File: src/hw/rtl/bgf_pkg.sv
// Shared types, constants and build-time weight table functions for the
// gray bilateral filter. No dependencies.
package bgf_pkg;

  localparam int unsigned RADIUS_DEF      = 2;
  localparam int unsigned MAX_WIDTH_DEF   = 1024;
  localparam int unsigned WEIGHT_BITS_DEF = 16;
  localparam int unsigned MAX_HEIGHT      = 4096;

  localparam int unsigned ROW_W        = 13;
  localparam int unsigned WIDTH_REG_W  = 11;
  localparam int unsigned HEIGHT_REG_W = 13;
  localparam int unsigned CFG_DATA_W   = 13;
  localparam int unsigned CFG_IDX_W    = 2;

  localparam logic [CFG_IDX_W-1:0] CFG_IMAGE_WIDTH  = 2'd0;
  localparam logic [CFG_IDX_W-1:0] CFG_IMAGE_HEIGHT = 2'd1;

  localparam logic [WIDTH_REG_W-1:0]  WIDTH_RST  = 11'd640;
  localparam logic [HEIGHT_REG_W-1:0] HEIGHT_RST = 13'd480;

  localparam int unsigned SROM_LEN = 128;
  localparam int unsigned RROM_LEN = 256;
  typedef logic [SROM_LEN-1:0][31:0] spatial_rom_t;
  typedef logic [RROM_LEN-1:0][31:0] range_rom_t;

  typedef enum logic [5:0] {
    ST_IDLE   = 6'b000001,
    ST_CENTER = 6'b000010,
    ST_TAPS   = 6'b000100,
    ST_FLUSH  = 6'b001000,
    ST_DIV    = 6'b010000,
    ST_OUT    = 6'b100000
  } bgf_state_e;

  typedef struct packed {
    logic start;
    logic done;
  } bgf_div_ctl_t;

  localparam logic [63:0] ONE_Q31  = 64'h0000_0000_8000_0000;
  localparam logic [63:0] HALF_Q31 = 64'h0000_0000_4000_0000;

  // Shift-subtract division, used only while building the tables.
  function automatic logic [63:0] div_u64(input logic [63:0] n, input logic [63:0] d);
    logic [63:0] q;
    logic [63:0] r;
    q = '0;
    r = '0;
    for (int i = 63; i >= 0; i--) begin
      r = {r[62:0], n[i]};
      if (r >= d) begin
        r    = r - d;
        q[i] = 1'b1;
      end
    end
    return q;
  endfunction

  function automatic logic [63:0] q31_mul(input logic [63:0] x, input logic [63:0] y);
    return (x * y + HALF_Q31) >> 31;
  endfunction

  // e^(-1/b) in Q1.31 by the alternating series.
  function automatic logic [63:0] exp_base(input logic [63:0] b);
    logic [63:0] t;
    logic [63:0] pos;
    logic [63:0] neg;
    t   = ONE_Q31;
    pos = ONE_Q31;
    neg = '0;
    for (int k = 1; k < 64; k++) begin
      if (t != 0) begin
        t = div_u64(t, b * 64'(k));
        if (k % 2 == 1) neg = neg + t;
        else pos = pos + t;
      end
    end
    return pos - neg;
  endfunction

  function automatic logic [31:0] pow_entry(input logic [63:0] base, input logic [31:0] a,
                                            input int unsigned wb);
    logic [63:0] p;
    logic [63:0] r;
    logic [63:0] v;
    logic [63:0] vmax;
    p    = base;
    r    = ONE_Q31;
    vmax = (64'd1 << wb) - 64'd1;
    for (int i = 0; i < 32; i++) begin
      if (a[i]) r = q31_mul(r, p);
      p = q31_mul(p, p);
    end
    v = ((r << wb) + HALF_Q31) >> 31;
    if (v > vmax) v = vmax;
    return v[31:0];
  endfunction

  function automatic spatial_rom_t build_spatial(input int unsigned radius, input int unsigned wb);
    spatial_rom_t rom;
    logic [63:0]  base;
    base = exp_base(64'(2 * radius * radius));
    for (int i = 0; i < SROM_LEN; i++) begin
      if (i <= 2 * radius * radius) rom[i] = pow_entry(base, 32'(i), wb);
      else rom[i] = '0;
    end
    return rom;
  endfunction

  function automatic range_rom_t build_range(input int unsigned radius, input int unsigned wb);
    range_rom_t  rom;
    logic [63:0] base;
    base = exp_base(64'(8 * radius * radius));
    for (int i = 0; i < RROM_LEN; i++) begin
      rom[i] = pow_entry(base, 32'(i * i), wb);
    end
    return rom;
  endfunction

endpackage

File: src/hw/rtl/bgf_divider.sv
// Restoring divider, one quotient bit per cycle, for the weighted mean.
// Depends on bgf_pkg for the control struct.
module bgf_divider #(
  parameter int unsigned NUM_W = 37,
  parameter int unsigned DEN_W = 29,
  parameter int unsigned Q_W   = 8
) (
  input  logic                  clk_i,
  input  logic                  rst_ni,
  input  bgf_pkg::bgf_div_ctl_t ctl_i,
  output bgf_pkg::bgf_div_ctl_t ctl_o,
  input  logic [NUM_W-1:0]      num_i,
  input  logic [DEN_W-1:0]      den_i,
  output logic [Q_W-1:0]        quot_o
);
  import bgf_pkg::*;

  localparam int unsigned CNT_W = (Q_W > 1) ? $clog2(Q_W) : 1;

  logic             busy_q, busy_d;
  logic             done_q, done_d;
  logic [CNT_W-1:0] cnt_q, cnt_d;
  logic [NUM_W-1:0] rem_q, rem_d;
  logic [NUM_W-1:0] dsh_q, dsh_d;
  logic [Q_W-1:0]   quot_q, quot_d;

  always_comb begin
    busy_d = busy_q;
    done_d = done_q;
    cnt_d  = cnt_q;
    rem_d  = rem_q;
    dsh_d  = dsh_q;
    quot_d = quot_q;
    if (ctl_i.start) begin
      busy_d = 1'b1;
      done_d = 1'b0;
      cnt_d  = CNT_W'(Q_W - 1);
      rem_d  = num_i;
      dsh_d  = NUM_W'(den_i) << (Q_W - 1);
      quot_d = '0;
    end else if (busy_q) begin
      if (rem_q >= dsh_q) begin
        rem_d         = rem_q - dsh_q;
        quot_d[cnt_q] = 1'b1;
      end
      dsh_d = dsh_q >> 1;
      if (cnt_q == '0) begin
        busy_d = 1'b0;
        done_d = 1'b1;
      end else begin
        cnt_d = cnt_q - 1'b1;
      end
    end
  end

  always_ff @(posedge clk_i or negedge rst_ni) begin
    if (!rst_ni) begin
      busy_q <= 1'b0;
      done_q <= 1'b0;
      cnt_q  <= '0;
    end else begin
      busy_q <= busy_d;
      done_q <= done_d;
      cnt_q  <= cnt_d;
    end
  end

  always_ff @(posedge clk_i) begin
    rem_q  <= rem_d;
    dsh_q  <= dsh_d;
    quot_q <= quot_d;
  end

  assign ctl_o.start = busy_q;
  assign ctl_o.done  = done_q;
  assign quot_o      = quot_q;

endmodule

File: config.mk
export PLATFORM = sky130hd
export DESIGN_NAME = bgf_divider
export DESIGN_NICKNAME = d
export VERILOG_FILES = /design/src/hw/rtl/bgf_pkg.sv /design/src/hw/rtl/bgf_divider.sv
export SDC_FILE = /design/constraint.sdc
export NUM_CORES = 1
export LEC_CHECK = 0
export ABC_AREA = 1
export BUFFER_PORTS_ARGS = -buffer_cell sky130_fd_sc_hd__buf_4
export CAP_MARGIN = 20
export CORE_ASPECT_RATIO = 1.4
export CORE_MARGIN = 10
export CORE_UTILIZATION = 50
export DETAILED_ROUTE_END_ITERATION = 8
export PLACE_DENSITY = 0.7
export SETUP_SLACK_MARGIN = 0.15
export SYNTH_ARGS = -nofsm -noshare
export SYNTH_HDL_FRONTEND = slang
export SYNTH_SLANG_ARGS = --single-unit
File: constraint.sdc
create_clock -name clk_i -period 3.35 [get_ports clk_i]
set_input_delay 0 -clock clk_i [delete_from_list [all_inputs] [get_ports clk_i]]
set_output_delay 0 -clock clk_i [all_outputs]
set_load 0.05 [all_outputs]
==> flow_summary.ini, run 1 <==
[placement]
port_buffers = 78
post-dp-hpwl_um = 13100
dp.cells = 1118
place.gp.congestion = 0.9252
postPlaceCellArea_sq_um = 7118
post-place-ws_ns = 0.6268

[sta]
setup_viol = 0
worstMarginPinSlew_ns = 0.8389
final.setup.tns_ns = 0
final.min_clock_period_ns = 2.729
finalMaxSlewViolations = 0
hold_slack_ns = 0.2642
finalHoldViolations = 0
relSlewSlack_pct = 44.07
worst_slack_ns = 0.6210
fin_skew_ns = 0.009015
fmax_ghz = 0.3664
rsz0062_at_grt = false
fin_crit_sh_pct = 81.46

[flow_run]
cap_violations = 0

[yosys]
synthXorXnorAreaFrac_pct = 0.8234
synthAdderAreaFrac_pct = 7.763
ys_warn_count = 0
synth_compound_area_share_pct = 9.920
synth_area_leaders = edfxtp_1 (31%), nand2_1 (19%), inv_1 (7.9%)
ys_seq_area_share_pct = 37.72
synth_edf_count = 66
yosysTopAreaCellShare_pct = 31.05
yosys.area.top_type = edfxtp_1
synth-simple-area-share_pct = 34.17
avgSynthCellArea_sq_um = 7.060
ys_types = 40
syn-num-nets = 1013
syn_inst = 904
ys.flop_type = edfxtp_1
syn_area_sq_um = 6382
synth-seq-cells = 86
async_reset_ff_share_pct = 5.814
synth_mux_area_share_pct = 0
synth_top_family_by_area = simple AND/OR/NAND/NOR gates

[routing]
wire_per_inst_um = 14.82
viasPerCell = 5.101
drc = 0
totalWireLength_um = 17830
vias = 6137
drtPass1Iterations = 5
drtAntennaViolNets = 0
drt_iter0_markers = 303

[setup_path]
critPathKind = reg2reg
cp_max_fo = 37
worstPathRequired_ns = 3.39
startpoint_type = register
end_kind = register
arrival_ns = 2.77

[run_status]
status = finished clean

[cts]
cts_resized = 0
cts_made_buffers = 9
clkTransAtPathRegs_ns = 0.07
htree_levels = 3
clk_path_buf_depth = 2
clk-insertion-delay-late_ns = 0.34
cts_sinks = 86
cts_root_buf = clkbuf_16
cts_tree = yes

[floorplanning]
rows = 48
die_h_um = 153.7
io_pins = 80
initial_core_util_pct = 51.34
die-area_sq_um = 17750
coreArea_sq_um = 12430
fp.dieW_um = 115.5

[final_layout]
n_fill_cell = 1137
layout.nets = 1156
seqCellArea_sq_um = 2407
area_growth_syn_to_layout_pct = 27.09
drive_above_1_share_pct = 13.78
final_cells = 1203
postLayoutCellArea_sq_um = 8112
multi_input_area_sq_um = 3362
fin_util_pct = 65.25

[global_routing]
grt_overflow = 0
grt_max_degree = 84
antenna_found_initial = 0
gr-usage-all-layers_pct = 20.51
grt_pass1_wl_um = 29770
grt_pass1_vias = 6167

[power]
ir_worst_vdd_v = 0.0004019
p_total_mw = 6.334
p_per_area_nw_per_um2 = 780.9
leakage_nw = 3.978

[min_path]
min_path_type = in2reg
[worst paths after layout]
| kind | start | to | slack (ns) | depth (start not counted) |
|---|---|---|---|---|
| min in group asynchronous | rst_ni | cnt_q[2] | 0.60 | 3 |
| max in group asynchronous | rst_ni | done_q | 2.55 | 3 |
| min reg2reg | quot_o[6] | quot_o[6] | 0.47 | 2 |
| max | rem_q[24] | rem_q[16] | 0.62 | 10 |
| min | ctl_i[1] | done_q | 0.26 | 4 |
| max reg2reg | rem_q[24] | rem_q[16] | 0.62 | 10 |
[cells by family after synthesis]
family          after synthesis
simple gates                500
flops                        86
fa+ha+maj                    39
compound gates              113
xor+xnor                      6
buf+inv                     160
[metal layers]
| metal | routed length [um] | global-route usage, % | up-vias |
|---|---|---|---|
| met5 | 0 | 0 | - |
| met4 | 338 | 6.295 | 0 |
| met3 | 707 | 3.699 | 21 |
| met2 | 8999 | 35.68 | 139 |
| met1 | 7780 | 24.79 | 2786 |
| li1 | - | - | 3191 |
[placed cells by master, fill, tap and decap left out, types with 2 or more instances in the layout]
cell	n
nand3_2	10
inv_2	4
inv_6	3
nand3_1	62
o21ai_1	2
dlygate4sd3_1	68
o22ai_1	6
nor2_2	11
o21ai_0	47
ha_1	38
dfxtp_1	15
or2_1	7
a21oi_2	8
inv_1	135
clkbuf_16	11
nand2_2	3
nand2_1	328
a21oi_1	39
o21bai_1	7
buf_4	81
nor2_4	3
nor2_1	43
edfxtp_1	66
clkinv_1	4
nor3_1	14
xnor2_1	5
or2_2	5
dfrtp_1	5
nand4_1	6
nand3b_1	4
[what timing repair did]
item	CTS	global route
setup buffers	0	0
endpoints found under the hold margin	71	0
hold buffers	68	0
[synth_stat cells, types with 2 or more instances]
master    number
a21oi_1       39
dfrtp_1        5
nand2_1      328
xnor2_1        5
nor2_1        43
nand3_2       10
o21ai_1        2
inv_2          4
a21oi_2        8
nand3b_1       4
nand3_1       62
dfxtp_1       15
inv_1        135
nor3_1        14
edfxtp_1      66
buf_4          3
nand4_1        6
buf_1          3
or2_1          7
clkinv_1       3
nor2_4         3
nor2_2        11
o21ai_0       47
or2_2          5
nand2_2        3
o22ai_1        6
ha_1          38
o21bai_1       7
clkbuf_1      11
[worst max-delay path, stage by stage (launching register included)]
cell and delay, ns:
edfxtp_1 0.37, ha_1 0.36, a21oi_1 0.30, nand2_1 0.15, a21oi_1 0.34, nor2_1 0.09, nor2_2 0.23, nand2_8 0.11
nand2_1 0.07, nand2_1 0.05, buf_4 0.32
[state kept, by name, indices dropped and copies added (netlist names)]
name    flops
rem_q      37
dsh_q      36
quot_o      8
cnt_q       3
busy_q      1
done_q      1
[power by group]
group	total (mW)	internal (mW)	switching (mW)
sequential	1.64	1.53	0.101
combinational	3.66	1.28	2.38
clock	1.04	0.598	0.443
total	6.33	3.41	2.92
[cell type report]
type | instances | area share [%]
timing repair buffer | 150 | 16.13
clock inverter | 5 | 0.4319
multi-input combinational | 658 | 41.45
sequential | 86 | 29.68
clock buffer | 11 | 3.393
antenna | 1 | 0.03085
inverter | 142 | 6.571
tap | 150 | 2.314
Note: power is estimated with default switching activity, not from simulation.
==> run 2: changes to the inputs <==
--- a/config.mk
+++ b/config.mk
@@ -12,7 +12,7 @@
 export CORE_MARGIN = 10
 export CORE_UTILIZATION = 50
 export DETAILED_ROUTE_END_ITERATION = 8
-export PLACE_DENSITY = 0.7
+export PLACE_DENSITY = 0.73
 export SETUP_SLACK_MARGIN = 0.15
 export SYNTH_ARGS = -nofsm -noshare
 export SYNTH_HDL_FRONTEND = slang
==> constraint.sdc (replaced) <==
create_clock -name clk_i -period 2.45 [get_ports clk_i]
set_input_delay 0 -clock clk_i [delete_from_list [all_inputs] [get_ports clk_i]]
set_output_delay 0 -clock clk_i [all_outputs]
set_load 0.05 [all_outputs]
==> flow_summary.ini, run 2 (synthesis results as in run 1) <==
[sta]
fin_crit_sh_pct = 91.20
relSlewSlack_pct = 42.08
final.min_clock_period_ns = 2.234
finalHoldViolations = 0
fin_skew_ns = 0.008421
finalMaxSlewViolations = 0
rsz0062_at_grt = true
worstMarginPinSlew_ns = 0.8688
fmax_ghz = 0.4476
worst_slack_ns = 0.2157
setup_viol = 0
final.setup.tns_ns = 0

[run_status]
status = finished clean

[cts]
cts_tree = yes
clkTransAtPathRegs_ns = 0.07
clk_path_buf_depth = 2
cts_made_buffers = 9
cts_root_buf = clkbuf_16
clk-insertion-delay-late_ns = 0.35
htree_levels = 3
cts_sinks = 86

[placement]
post-place-ws_ns = 0.1382
port_buffers = 78
post-dp-hpwl_um = 13480
place.gp.congestion = 0.9430

[global_routing]
antenna_found_initial = 1
grt_pass1_wl_um = 29760
grt_pass1_vias = 6347
gr-usage-all-layers_pct = 20.60
grt_overflow = 0
grt_max_degree = 84

[routing]
drtAntennaViolNets = 0
drt_iter0_markers = 325
vias = 6399
totalWireLength_um = 19380
drtPass1Iterations = 4
viasPerCell = 5.181
wire_per_inst_um = 15.69
drc = 0

[setup_path]
arrival_ns = 2.33
worstPathRequired_ns = 2.54
end_kind = register
startpoint_type = register
critPathKind = reg2reg
cp_max_fo = 5

[final_layout]
area_growth_syn_to_layout_pct = 41.52
n_fill_cell = 954
seqCellArea_sq_um = 2407
layout.nets = 1188
layout_common_cells = nand2_1 (298), inv_1 (131), buf_4 (109)
final_common_cell = nand2_1
registers.top_by_ff_count = rem_q
drive_above_1_share_pct = 25.00
multi_input_area_sq_um = 4005
largest_reg_flops = 37

[floorplanning]
rows = 48
fp.dieW_um = 115.5
die_h_um = 153.7
initial_core_util_pct = 51.34
io_pins = 80
die-area_sq_um = 17750
coreArea_sq_um = 12430

[power]
leakage_nw = 4.197
ir_worst_vdd_v = 0.0005112
p_per_area_nw_per_um2 = 1130
p_total_mw = 10.20

[flow_run]
cap_violations = 0

[min_path]
min_path_type = in2reg
run 2: worst max-delay path, cell delays in order, from the launching register on:
cell,delay [ns]
edfxtp_1,0.38
inv_1,0.12
ha_4,0.23
a21oi_1,0.25
o21ai_1,0.20
a21oi_1,0.22
nand3_2,0.17
or2_1,0.26
nand3_1,0.07
nand2_1,0.06
run 2: report_power, final:
part	switching (mW)	leakage, nW	internal, mW	total, mW
Combinational	3.73	3.17	2.75	6.48
Sequential	0.279	0.885	2.12	2.39
Clock	0.583	0.143	0.747	1.33
run 2: metrics by stage:
step	area [sq um]	util, %	hold WS [ns]	cells
6_report	9032	72.66	0.09994	1235
5_1_grt	9032	72.66	0.1405	1235
4_1_cts	8259	66.44	0.08870	1217
3_5_place_dp	7263	58.42	-0.1908	1133
3_3_place_gp	7263	58.42	-0.1939	1133
2_1_floorplan	6390	-	-0.2956	904
run 2: worst paths after layout:
check                      startpoint   endpoint  slack, ns  cells after the start
min in group asynchronous      rst_ni   cnt_q[2]       0.57                      3
min reg2reg                 quot_o[5]  quot_o[5]       0.46                      2
max                         dsh_q[15]  rem_q[18]       0.22                      9
max in group asynchronous      rst_ni   cnt_q[0]       1.67                      3
min                          ctl_i[1]     done_q        0.1                      4
max reg2reg                 dsh_q[15]  rem_q[18]       0.22                      9
run 2: metal layers:
layer	share of wire, %	track usage [%]	wire (um)	vias to the layer above
li1	-	-	-	3245
met1	42	25.11	8128	2959
met2	51	34.81	9902	162
met3	4.7	4.011	910	33
met4	2.3	7.567	439	0
met5	0	0	0	-
run 2: area by class of cell:
cell class	instances	share of cell area [%]
multi-input cells	658	44.34
diodes	1	0.02770
clock buffers	12	2.840
repair buffers	182	17.81
flip-flops and latches	86	26.65
well taps	150	2.078
inverters	142	5.901
clock inverters	4	0.3463
run 2: timing repair:
action,in CTS,in global routing
cloned,0,2
setup buffers,0,15
gates resized for setup,5,114
hold buffers,68,0
setup endpoints to repair,34,68
pin swaps,0,30
endpoints found under the hold margin,71,0
